<file path="config.mk">
export PLATFORM = sky130hd
export DESIGN_NAME = command_frame_deframer
export DESIGN_NICKNAME = d
export VERILOG_FILES = /design/src/rtl/cfd_pkg.sv /design/src/rtl/cfd_front.sv /design/src/rtl/cfd_queue.sv /design/src/rtl/cfd_back.sv /design/src/rtl/command_frame_deframer.sv
export SDC_FILE = /design/constraint.sdc
export NUM_CORES = 1
export LEC_CHECK = 0
export BUFFER_PORTS_ARGS = -buffer_cell sky130_fd_sc_hd__buf_4
export CORE_MARGIN = 2
export CORE_UTILIZATION = 54
export CTS_CLUSTER_SIZE = 14
export DETAILED_ROUTE_END_ITERATION = 16
export HOLD_SLACK_MARGIN = 0.06
export PLACE_DENSITY = 0.76
export SLEW_MARGIN = 10
export SYNTH_ARGS = -nofsm -noshare
export SYNTH_HDL_FRONTEND = slang
export SYNTH_SLANG_ARGS = --single-unit
export TNS_END_PERCENT = 10
</file>
<file path="constraint.sdc">
create_clock -name clk -period 6 [get_ports clk]
set_clock_uncertainty 0.2 [all_clocks]
set_input_delay 0.3 -clock clk [delete_from_list [all_inputs] [get_ports clk]]
set_output_delay 0.3 -clock clk [all_outputs]
set_load 0.02 [all_outputs]
</file>
<file path="src/rtl/cfd_pkg.sv">
`default_nettype none
package cfd_pkg;

  localparam int MAX_FRAME_DEFAULT = 15;

  // Bytes of a frame that any kind ever uses (the longest kind is fifteen bytes).
  localparam int USED_BYTES = 15;

  localparam logic [63:0] OPCODE_TABLE_RESET = 64'h0706_0504_0302_0100;
  localparam logic [7:0]  WRITE_OPCODE_RESET = 8'd8;

  localparam logic [1:0] REG_OPCODE_TABLE = 2'd0;
  localparam logic [1:0] REG_WRITE_OPCODE = 2'd1;

  localparam logic [2:0] ST_OK        = 3'd0;
  localparam logic [2:0] ST_SHORT     = 3'd1;
  localparam logic [2:0] ST_CHECK     = 3'd2;
  localparam logic [2:0] ST_UNKNOWN   = 3'd3;
  localparam logic [2:0] ST_BAD_LEN   = 3'd4;

  localparam logic [3:0] KIND_SYNC  = 4'd0;
  localparam logic [3:0] KIND_BUMP  = 4'd1;
  localparam logic [3:0] KIND_NEW   = 4'd2;
  localparam logic [3:0] KIND_CLEAR = 4'd3;
  localparam logic [3:0] KIND_ADD   = 4'd4;
  localparam logic [3:0] KIND_RUN   = 4'd5;
  localparam logic [3:0] KIND_STOP  = 4'd6;
  localparam logic [3:0] KIND_MOVE  = 4'd7;
  localparam logic [3:0] KIND_WRITE = 4'd8;

  // A classified frame: status, kind and the body bytes after the type byte.
  typedef struct packed {
    logic [2:0]       status;
    logic [3:0]       kind;
    logic [14:1][7:0] body;
  } cfd_rec_t;

  function automatic logic [7:0] kind_length(input logic [3:0] kind);
    logic [7:0] len;
    unique case (kind)
      KIND_SYNC:  len = 8'd2;
      KIND_BUMP:  len = 8'd6;
      KIND_NEW:   len = 8'd4;
      KIND_CLEAR: len = 8'd3;
      KIND_ADD:   len = 8'd15;
      KIND_RUN:   len = 8'd7;
      KIND_STOP:  len = 8'd2;
      KIND_MOVE:  len = 8'd11;
      KIND_WRITE: len = 8'd10;
      default:    len = 8'd0;
    endcase
    return len;
  endfunction

endpackage
`default_nettype wire

</file>
<file path="src/rtl/cfd_front.sv">
`default_nettype none
module cfd_front #(
  parameter int MAX_FRAME = cfd_pkg::MAX_FRAME_DEFAULT
) (
  input  wire logic             clk,
  input  wire logic             rst,
  input  wire logic             accept,
  input  wire logic [7:0]       data_byte,
  input  wire logic             last_byte,
  input  wire logic             cfg_write,
  input  wire logic [1:0]       cfg_index,
  input  wire logic [63:0]      cfg_data,
  output cfd_pkg::cfd_rec_t     rec,
  output logic                  rec_push
);
  import cfd_pkg::*;

  localparam int IDX_W = $clog2(MAX_FRAME);
  localparam logic [7:0] MAX_CNT = 8'(MAX_FRAME);

  logic [63:0] opcode_table;
  logic [7:0]  write_opcode;
  logic [7:0]  byte_count;
  logic [7:0]  running_xor;
  logic [7:0]  frame_store [MAX_FRAME];

  logic [7:0]  xor_next;
  logic [7:0]  len;
  logic [USED_BYTES-1:0][7:0] view;
  logic        found;
  logic [3:0]  kind;

  always_ff @(posedge clk) begin
    if (rst) begin
      opcode_table <= OPCODE_TABLE_RESET;
      write_opcode <= WRITE_OPCODE_RESET;
    end else if (cfg_write) begin
      if (cfg_index == REG_OPCODE_TABLE) begin
        opcode_table <= cfg_data;
      end else if (cfg_index == REG_WRITE_OPCODE) begin
        write_opcode <= cfg_data[7:0];
      end
    end
  end

  always_ff @(posedge clk) begin
    if (rst) begin
      byte_count  <= '0;
      running_xor <= '0;
    end else if (accept) begin
      if (last_byte) begin
        byte_count  <= '0;
        running_xor <= '0;
      end else begin
        byte_count  <= len;
        running_xor <= xor_next;
      end
    end
  end

  always_ff @(posedge clk) begin
    if (accept && byte_count < MAX_CNT) begin
      frame_store[byte_count[IDX_W-1:0]] <= data_byte;
    end
  end

  assign xor_next = running_xor ^ data_byte;
  assign len      = (byte_count == 8'hFF) ? 8'hFF : byte_count + 8'd1;

  // The byte arriving now is seen in place, so the last byte counts too.
  always_comb begin
    for (int j = 0; j < USED_BYTES; j++) begin
      view[j] = (byte_count == 8'(j)) ? data_byte : frame_store[j];
    end
  end

  // Scanning from the top down leaves the lowest matching kind in place.
  always_comb begin
    found = 1'b0;
    kind  = KIND_SYNC;
    for (int k = 7; k >= 0; k--) begin
      if (opcode_table[8*k +: 8] == view[0]) begin
        found = 1'b1;
        kind  = 4'(k);
      end
    end
    if (!found && view[0] == write_opcode) begin
      found = 1'b1;
      kind  = KIND_WRITE;
    end
  end

  always_comb begin
    rec.kind = kind;
    for (int j = 1; j < USED_BYTES; j++) begin
      rec.body[j] = view[j];
    end
    priority if (len < 8'd2) begin
      rec.status = ST_SHORT;
    end else if (xor_next != 8'd0) begin
      rec.status = ST_CHECK;
    end else if (!found) begin
      rec.status = ST_UNKNOWN;
    end else if (len != kind_length(kind)) begin
      rec.status = ST_BAD_LEN;
    end else begin
      rec.status = ST_OK;
    end
  end

  assign rec_push = accept && last_byte;

endmodule
`default_nettype wire

</file>
<file path="src/rtl/cfd_queue.sv">
`default_nettype none
module cfd_queue (
  input  wire logic          clk,
  input  wire logic          rst,
  input  wire logic          push,
  input  cfd_pkg::cfd_rec_t  push_rec,
  output logic               full,
  input  wire logic          take,
  output cfd_pkg::cfd_rec_t  head,
  output logic               avail
);
  import cfd_pkg::*;

  cfd_rec_t    entry [2];
  logic        wr_ptr;
  logic        rd_ptr;
  logic [1:0]  fill;
  logic        do_push;
  logic        do_take;

  assign full    = (fill == 2'd2);
  assign avail   = (fill != 2'd0);
  assign do_push = push && !full;
  assign do_take = take && avail;
  assign head    = entry[rd_ptr];

  always_ff @(posedge clk) begin
    if (rst) begin
      wr_ptr <= 1'b0;
      rd_ptr <= 1'b0;
      fill   <= 2'd0;
    end else begin
      if (do_push) begin
        wr_ptr <= !wr_ptr;
      end
      if (do_take) begin
        rd_ptr <= !rd_ptr;
      end
      unique case ({do_push, do_take})
        2'b10:   fill <= fill + 2'd1;
        2'b01:   fill <= fill - 2'd1;
        default: fill <= fill;
      endcase
    end
  end

  always_ff @(posedge clk) begin
    if (do_push) begin
      entry[wr_ptr] <= push_rec;
    end
  end

endmodule
`default_nettype wire

</file>
<file path="src/rtl/cfd_back.sv">
`default_nettype none
module cfd_back (
  input  wire logic          clk,
  input  wire logic          rst,
  input  cfd_pkg::cfd_rec_t  head,
  input  wire logic          avail,
  output logic               take,
  output logic               empty,
  input  wire logic          pop,
  output logic [2:0]         status,
  output logic [3:0]         command_kind,
  output logic [7:0]         track_number,
  output logic [7:0]         track_kind,
  output logic [31:0]        x_bits,
  output logic [31:0]        y_bits,
  output logic [31:0]        time_value
);
  import cfd_pkg::*;

  logic        out_valid;
  logic [3:0]  kind_d;
  logic [7:0]  tnum_d;
  logic [7:0]  tkind_d;
  logic [31:0] x_d;
  logic [31:0] y_d;
  logic [31:0] t_d;

  assign empty = !out_valid;
  assign take  = avail && (!out_valid || pop);

  always_comb begin
    kind_d  = '0;
    tnum_d  = '0;
    tkind_d = '0;
    x_d     = '0;
    y_d     = '0;
    t_d     = '0;
    if (head.status == ST_OK) begin
      kind_d = head.kind;
      unique case (head.kind)
        KIND_BUMP: begin
          t_d = {head.body[4], head.body[3], head.body[2], head.body[1]};
        end
        KIND_NEW: begin
          tnum_d  = head.body[1];
          tkind_d = head.body[2];
        end
        KIND_CLEAR: begin
          tnum_d = head.body[1];
        end
        KIND_ADD: begin
          tnum_d = head.body[1];
          x_d = {head.body[5], head.body[4], head.body[3], head.body[2]};
          y_d = {head.body[9], head.body[8], head.body[7], head.body[6]};
          t_d = {head.body[13], head.body[12], head.body[11], head.body[10]};
        end
        KIND_RUN: begin
          tnum_d = head.body[1];
          t_d = {head.body[5], head.body[4], head.body[3], head.body[2]};
        end
        KIND_MOVE: begin
          tnum_d = head.body[1];
          x_d = {head.body[5], head.body[4], head.body[3], head.body[2]};
          y_d = {head.body[9], head.body[8], head.body[7], head.body[6]};
        end
        KIND_WRITE: begin
          x_d = {head.body[4], head.body[3], head.body[2], head.body[1]};
          y_d = {head.body[8], head.body[7], head.body[6], head.body[5]};
        end
        default: begin
        end
      endcase
    end
  end

  always_ff @(posedge clk) begin
    if (rst) begin
      out_valid <= 1'b0;
    end else if (take) begin
      out_valid <= 1'b1;
    end else if (pop) begin
      out_valid <= 1'b0;
    end
  end

  always_ff @(posedge clk) begin
    if (take) begin
      status       <= head.status;
      command_kind <= kind_d;
      track_number <= tnum_d;
      track_kind   <= tkind_d;
      x_bits       <= x_d;
      y_bits       <= y_d;
      time_value   <= t_d;
    end
  end

endmodule
`default_nettype wire

</file>
<file path="src/rtl/command_frame_deframer.sv">
// Command frame deframer.
// Input channel: one frame byte per item on data_byte, with last_byte high on
// the final (check) byte; an item is taken on a clock edge with push high and
// full low. A byte can be taken in every cycle while full is low.
// Result channel: one result per frame, given after its final byte. The oldest
// result sits on the result ports while empty is low and leaves on an edge
// with pop high. The edge that takes the final byte queues the classified
// frame, and a later edge, once the output register is empty or being popped,
// decodes its fields into the output register.
// A two-entry queue between the classifier and the output register lets the
// input side keep going while a result waits; full rises only once two
// classified frames are queued behind an output that is not being popped.
// Sustained throughput is one byte per cycle while full stays low.
// Configuration: cfg_write with cfg_index 0 loads the opcode table, index 1
// the write opcode; other indexes are ignored. Write only while idle.
// Reset (rst, synchronous) clears the byte count, check sum, queue and output
// valid flag, and restores the default opcodes.
`default_nettype none
module command_frame_deframer #(
  parameter int MAX_FRAME = cfd_pkg::MAX_FRAME_DEFAULT
) (
  input  wire logic        clk,
  input  wire logic        rst,
  input  wire logic        push,
  output logic             full,
  input  wire logic [7:0]  data_byte,
  input  wire logic        last_byte,
  output logic             empty,
  input  wire logic        pop,
  output logic [2:0]       status,
  output logic [3:0]       command_kind,
  output logic [7:0]       track_number,
  output logic [7:0]       track_kind,
  output logic [31:0]      x_bits,
  output logic [31:0]      y_bits,
  output logic [31:0]      time_value,
  input  wire logic        cfg_write,
  input  wire logic [1:0]  cfg_index,
  input  wire logic [63:0] cfg_data
);
  import cfd_pkg::*;

  cfd_rec_t rec;
  cfd_rec_t head;
  logic     rec_push;
  logic     avail;
  logic     take;
  logic     accept;

  assign accept = push && !full;

  cfd_front #(
    .MAX_FRAME (MAX_FRAME)
  ) u_front (
    .clk       (clk),
    .rst       (rst),
    .accept    (accept),
    .data_byte (data_byte),
    .last_byte (last_byte),
    .cfg_write (cfg_write),
    .cfg_index (cfg_index),
    .cfg_data  (cfg_data),
    .rec       (rec),
    .rec_push  (rec_push)
  );

  cfd_queue u_queue (
    .clk      (clk),
    .rst      (rst),
    .push     (rec_push),
    .push_rec (rec),
    .full     (full),
    .take     (take),
    .head     (head),
    .avail    (avail)
  );

  cfd_back u_back (
    .clk          (clk),
    .rst          (rst),
    .head         (head),
    .avail        (avail),
    .take         (take),
    .empty        (empty),
    .pop          (pop),
    .status       (status),
    .command_kind (command_kind),
    .track_number (track_number),
    .track_kind   (track_kind),
    .x_bits       (x_bits),
    .y_bits       (y_bits),
    .time_value   (time_value)
  );

endmodule
`default_nettype wire

</file>
==> results of run 1 <==
[state kept, by name, summed over array words and instances (netlist names), named ones only]
signal,flops
u_front.opcode_table,64
u_back.track_kind,8
u_queue.fill,2
u_back.status,3
u_queue.wr_ptr,1
u_back.y_bits,32
u_front.byte_count,8
u_queue.rd_ptr,1
u_front.frame_store,112
u_back.out_valid,1
u_back.command_kind,4
u_front.write_opcode,8
u_front.running_xor,8
u_back.time_value,32
u_back.track_number,8
u_back.x_bits,32
u_queue.entry,222
[final cells by class]
type                       instances  area (um^2)
sequential                       547        15490
timing repair buffer             290         2365
clock inverter                    35        390.4
tap                              585        732.0
clock buffer                      66         1439
fill                            3107        15030
inverter                          25        93.84
antenna                            1        2.502
multi-input combinational       1181         7627
[power by group]
part / total (uW) / internal, uW / switching (uW) / leakage (uW)
registers: 5030 / 4750 / 286 / 0.00497
clock network: 3480 / 2050 / 1420 / 0.000902
logic: 2860 / 1070 / 1790 / 0.00395
[stage by stage]
stage | hold WS (ps) | setup WS, ps | instances | cell area, um^2 | utilization [%]
CTS | 60.14 | 1678 | 2729 | 28140 | 65.17
global route | 74.83 | 1328 | 2729 | 28140 | 65.17
detailed placement | 275.0 | 1673 | 2553 | 25560 | 59.20
floorplan | 198.9 | 1466 | 1879 | 23680 | -
global placement | 271.5 | 1808 | 2553 | 25550 | 59.18
finish | 81.54 | 1642 | 2730 | 28140 | 65.18
[layer usage]
| layer | part of all wire, % | GRT usage (%) |
|---|---|---|
| met1 | 40 | 34.93 |
| met2 | 48 | 42.68 |
| met3 | 8.0 | 4.818 |
| met4 | 3.9 | 11.33 |
| met5 | 0 | 0 |
[logic make-up after synthesis]
| group | Yosys count | share of synthesized area (%) |
|---|---|---|
| flops | 547 | 65.39 |
| simple gates | 537 | 10.16 |
| compound gates | 337 | 8.893 |
| mux | 161 | 7.419 |
| buf+inv | 151 | 2.621 |
| xor+xnor | 139 | 5.141 |
| fa+ha+maj | 7 | 0.3699 |
[Yosys cell counts (6+ instances only)]
| cell type | n |
|---|---|
| a21oi_1 | 117 |
| a22oi_1 | 66 |
| buf_1 | 17 |
| clkbuf_1 | 98 |
| dfxtp_1 | 94 |
| edfxtp_1 | 453 |
| ha_1 | 7 |
| inv_1 | 24 |
| mux2_2 | 116 |
| mux2i_1 | 45 |
| nand2_1 | 251 |
| nand3_1 | 23 |
| nand3b_1 | 14 |
| nand4_1 | 15 |
| nor2_1 | 140 |
| nor2b_1 | 22 |
| nor3_1 | 18 |
| nor4_1 | 23 |
| o21ai_0 | 80 |
| o22a_1 | 25 |
| o22ai_1 | 8 |
| or3_1 | 6 |
| xnor2_1 | 82 |
| xor2_1 | 57 |
[critical path: cells and delay by family, from the launching register on]
family	cells	cell delay (ps)
AO/OA/AOI/OAI	6	980
flip-flops	1	380
adder cells (fa/ha/maj)	1	320
AND/OR/NAND/NOR	6	1820
multiplexers	1	220
XOR/XNOR	1	170
[path summary, 6_finish.rpt]
kind / to / cells after the start / start / slack (ps)
hold / removal: u_front.frame_store[0][0] / 1 / data_byte[0] / 80
setup reg to reg: u_queue.entry[1][118] / 15 / u_front.byte_count[4] / 1640
hold reg to reg: u_front.opcode_table[2] / 2 / u_front.opcode_table[2] / 290
setup / recovery: u_queue.entry[1][118] / 15 / u_front.byte_count[4] / 1640
==> key figures, run 1 <==
Routing
  • WL/cell: around 22 um
  • Vias/cell: 5.883
  • DRC violations left: 0
  • Vias post-DR: about 16k
  • Final WL: between 60000 and 70000 um
  • TritonRoute pass-1 iters: 5
  • Post-DRT Antenna Nets: 0
  • Drt first-iter violations: approximately 1.6k

Floorplan
  • Rows: 76
  • Die ar.: around 46000 um^2
  • Initial Utilization: 54.85%
  • Die Span X: roughly 210 um
  • Top-Level Pins: between 200 and 250
  • Total core area: about 43000 um^2
  • Die Ht: around 210 um

Synthesis
  • Synth Cell Area: between 20000 and 25000 um^2
  • Post-synthesis cell type count: 65
  • Syn avg cell area: 12.60 um^2
  • Synthesized net count: about 2k
  • Yosys warnings: 0
  • Synth area leader: edfxtp_1
  • Area contributors post-synth: edfxtp_1, dfxtp_1, mux2_2, nand2_1, xnor2_1
  • Ys flop type: edfxtp_1
  • Fraction of registers with async set/reset: 0%
  • Synth top area share: roughly 57%
  • FF+latch count, synth: roughly 550
  • Mapped Cells: around 1.9k
  • Register area share after synthesis: 65.39%
  • EDFF count, synth: ~450

Clock tree
  • Hold Buf Count CTS: 75
  • H-Tree Depth: 2
  • CTS tree: done
  • Setup Fix Bufs, Post-CTS: 0
  • CTS Buffer Depth: 3
  • Post_cts resized: 0
  • Worst skew pair latency: 610 ps
  • Clock buffer count from CTS: 54
  • Worst-path clk slew: about 60 ps
  • Clk sinks: 547
  • Root Buffer: clkbuf_16

Timing
  • Max-slew violations: 0
  • RSZ-0062 raised after global routing: no
  • Final hold violations: 0
  • Final period util: between 70% and 80%
  • Tmin final: about 4400 ps
  • Worst-Margin Slew: between 1000 and 1500 ps
  • Fmax: 0.2295 GHz
  • Setup violations, final: 0
  • Worst relative slew slack: between 10% and 20%
  • Setup TNS: 0 ps

Worst setup path
  • CP arrival: approximately 4500 ps
  • Crit path largest cell delay: 690 ps
  • Slowest CP cell: nor4_4
  • Startpoint types: flip-flop
  • Crit path kind: flip-flop to flip-flop
  • Critical Path Sink Type: flip-flop
  • Critical path, cell by cell: nor4_4 > nand2_2 > a21oi_2 > xnor2_1 > nor2_1 > nor3_1 > or3_1 > a21oi_1 > or2_2 > ha_1 > o21a_1 > a211oi_2 > mux2i_1 > a22o_1 > a31oi_1
  • CP Data Required Time: 6150 ps
  • Critical path fanouts, max: 14

Pwr
  • Power Total: 11370 uW
  • Leak Pwr: between 0.009 and 0.01 uW
  • Pwr/cell area: 404.0 nW/um^2
  • VDD IR-drop max: 0.4515 mV

Worst hold path
  • HP Class: primary input to flip-flop

Run status
  • Outcome: completed

Global routing
  • Largest net degree at the start of global routing: 95
  • Initial antenna violation count: 0
  • Global-route wire length before repair: 90320 um
  • Remaining Overflow, GRT: 0
  • Number of global-route vias before repair: approximately 16k
  • All-layer global routing usage: a little over a quarter

Placed design
  • Final GP Congestion: 0.8746
  • HPWL Detailed: ~37000 um
  • Port buffer count: 200

Cells and area
  • Layout area overhead: 18.83%
  • Most common cell after layout, fill and taps aside: edfxtp_1
  • Layout cell share with drive strength beyond 1: between 20% and 30%
  • Most frequent cells in the layout: edfxtp_1, nand2_1, buf_4
  • Layout net count: 2186

Flow run
  • Max Cap Viol: 0
No activity file was read; power rests on OpenSTA's default activity.
==> run 2, diff against run 1 <==
--- a/config.mk
+++ b/config.mk
@@ -7,11 +7,11 @@
 export LEC_CHECK = 0
 export BUFFER_PORTS_ARGS = -buffer_cell sky130_fd_sc_hd__buf_4
 export CORE_MARGIN = 2
-export CORE_UTILIZATION = 54
+export CORE_UTILIZATION = 55
 export CTS_CLUSTER_SIZE = 14
 export DETAILED_ROUTE_END_ITERATION = 16
 export HOLD_SLACK_MARGIN = 0.06
-export PLACE_DENSITY = 0.76
+export PLACE_DENSITY = 0.74
 export SLEW_MARGIN = 10
 export SYNTH_ARGS = -nofsm -noshare
 export SYNTH_HDL_FRONTEND = slang
==> constraint.sdc (replaced) <==
create_clock -name clk -period 4.1 [get_ports clk]
set_clock_uncertainty 0.2 [all_clocks]
set_input_delay 0.205 -clock clk [delete_from_list [all_inputs] [get_ports clk]]
set_output_delay 0.205 -clock clk [all_outputs]
set_load 0.02 [all_outputs]
==> key figures, run 2 (synthesis gave the netlist of run 1 again) <==
Worst setup path
  • R2R Setup Slk: around 170 ps
  • Crit Reg-Reg Startpoint: u_front.byte_count[0]
  • Worst R2R Path Depth: 17
  • Reg2reg end: u_queue.entry[0][118]
  • CP Data Required Time: roughly 4200 ps
  • Critical path, cell by cell: inv_1 > ha_1 > or3b_1 > buf_4 > nor2_8 > buf_6 > a21boi_0 > a2111oi_1 > nor2_1 > a21oi_2 > or2_4 > ha_2 > o21a_1 > a211oi_2 > mux2i_1 > a22o_1 > a31oi_1
  • Setup crit start: u_front.byte_count[0]
  • Crit path kind: flip-flop to flip-flop
  • CP top delay family: compound AO/OA/AOI/OAI gates
  • Critical path fanouts, max: 9
  • CP arrival: just over 4000 ps
  • Critical Path Sink Type: flip-flop
  • Startpoint types: flip-flop
  • Slowest CP cell: a2111oi_1
  • Critical Path Stages: 17
  • Worst setup endpoint: u_queue.entry[0][118]
  • Crit path largest cell delay: approximately 410 ps
  • WP buf/inv: 3

Floorplan
  • Top-Level Pins: about 200
  • Die Ht: 211.5 um
  • Total core area: roughly 43000 um^2
  • Die ar.: about 45000 um^2
  • Initial Utilization: a little under three fifths
  • Die Span X: around 210 um
  • Rows: 76

Timing
  • Worst relative slew slack: 24.29%
  • Tmin final: roughly 3900 ps
  • Final Hold Slack: 155.4 ps
  • Max-slew violations: 0
  • Setup violations, final: 0
  • Setup ws final: about 170 ps
  • Fmax: 0.2542 GHz
  • Final period util: a little over nine tenths
  • Worst-Margin Slew: 1127 ps
  • Final hold violations: 0

Cells and area
  • Fin util: between 60% and 70%
  • Most frequent cells in the layout: edfxtp_1, buf_4, nand2_1
  • Antenna diode count: 0
  • Layout area overhead: 20.94%
  • Max reg flops: around 220
  • Layout cell share with drive strength beyond 1: about 22%
  • Largest Register: u_queue.entry
  • Finished Layout Cells: 2764
  • Most common cell after layout, fill and taps aside: edfxtp_1
  • Layout net count: 2261

Clock tree
  • Worst-path clk slew: 70 ps
  • H-Tree Depth: 2
  • CTS tree: done
  • Clk sinks: between 500 and 600
  • Root Buffer: clkbuf_16
  • Worst skew pair latency: approximately 600 ps
  • CTS Buffer Depth: 3
  • Clock buffer count from CTS: 52

Pwr
  • Clock share of power: 28.6%
  • Power Total: around 16000 uW
  • VDD IR-drop max: about 0.35 mV
  • Leak Pwr: between 0.01 and 0.015 uW
  • NetSw: a little over 5000 uW
  • Combinational group share of total power: 27.0%
  • Switching share of total power: between 30% and 40%
  • Sequential power share: 44.4%
  • Int Pwr: 11260 uW
  • Pwr/cell area: 569.1 nW/um^2

Global routing
  • Global-route wire length before repair: roughly 90000 um
  • Number of global-route vias before repair: roughly 16k
  • All-layer global routing usage: between 20% and 30%
  • Largest net degree at the start of global routing: 95
  • Remaining Overflow, GRT: 0
  • Initial antenna violation count: 2

Worst hold path
  • HP Class: primary input to flip-flop
  • Hold Path Origin: push

Placed design
  • Final GP Congestion: between 0.9 and 1
  • Pre-CTS setup slack: ~14 ps
  • HPWL Detailed: about 39000 um
  • DP Cell Count: 2565
  • Port buffer count: 200

Routing
  • Vias/cell: roughly 5.8
  • TritonRoute pass-1 iters: 6
  • DRC violations left: 0
  • Vias post-DR: roughly 16k
  • Final WL: 61530 um
  • Drt first-iter violations: 1634
  • Post-DRT Antenna Nets: 0
  • WL/cell: 22.26 um

Flow run
  • Max Cap Viol: 0

Run status
  • Outcome: completed
## run 2: cell count changes in the layout (fill, tap and decap cells not counted), moves of 3 or more
cell / previous run / this run
buf_4: 215 / 261
dlygate4sd3_1: 75 / 100
clkbuf_1: 8 / 14
buf_12: 0 / 5
clkinv_1: 11 / 16
bufinv_16: 8 / 4
clkinv_2: 11 / 8
## run 2: layer usage
layer  vias to the layer above  GRT usage, %  wire length, um
met5                         -             0                0
met4                         0         10.15             2106
met3                       112         5.222             4814
met2                       711         45.45            30320
met1                      7874         35.76            24290
li1                       7432             -                -
## run 2: stage by stage
step | instance area (um^2) | setup TNS, ps
after floorplan | 23690 | -34980
after global placement | 25940 | 0
after detailed placement | 25940 | 0
after CTS | 28590 | 0
after global routing | 28640 | -69.03
final | 28640 | 0
## run 2: what timing repair did
action	in CTS	in global routing
buffers inserted	0	1
gates cloned	0	0
setup endpoints to repair	2	2
hold buffers	100	0
pin swaps	0	4
gates resized for setup	1	11
endpoints found under the hold margin	169	0
## run 2: worst min-delay path by stage
stage / endpoint / slack, ps / cells after the start
floorplan: u_front.frame_store[0][0] / 100 / 0
finish: u_front.byte_count[5] / 160 / 4
global route: u_front.byte_count[5] / 160 / 4
detailed placement: u_front.opcode_table[58] / 220 / 3
global placement: u_front.opcode_table[58] / 220 / 3
CTS: u_front.write_opcode[3] / 120 / 3
## run 2: power groups by stage
stage	logic [uW]	registers, uW	clock network [uW]
5_1_grt	4670	7300	4940
3_3_place_gp	4220	7330	0
3_5_place_dp	4290	7350	0
2_1_floorplan	2050	7900	0
4_1_cts	4390	7240	4710
6_report	4410	7230	4660
## run 2: cell type report
cell class                      instances  area, um^2
Clock buffer                           68        1404
Clock inverter                         30       241.5
Fill cell                            2997       14150
Inverter                               25       93.84
Multi-Input combinational cell       1181        7655
Sequential cell                       547       15490
Tap cell                              546       683.2
Timing Repair Buffer                  367        3072
## run 2: tightest hold or removal path: cells and delay by family
kind | cells | cell delay, ps
AO/OA/AOI/OAI | 1 | 220
buffers and inverters | 1 | 110
AND/OR/NAND/NOR | 2 | 360
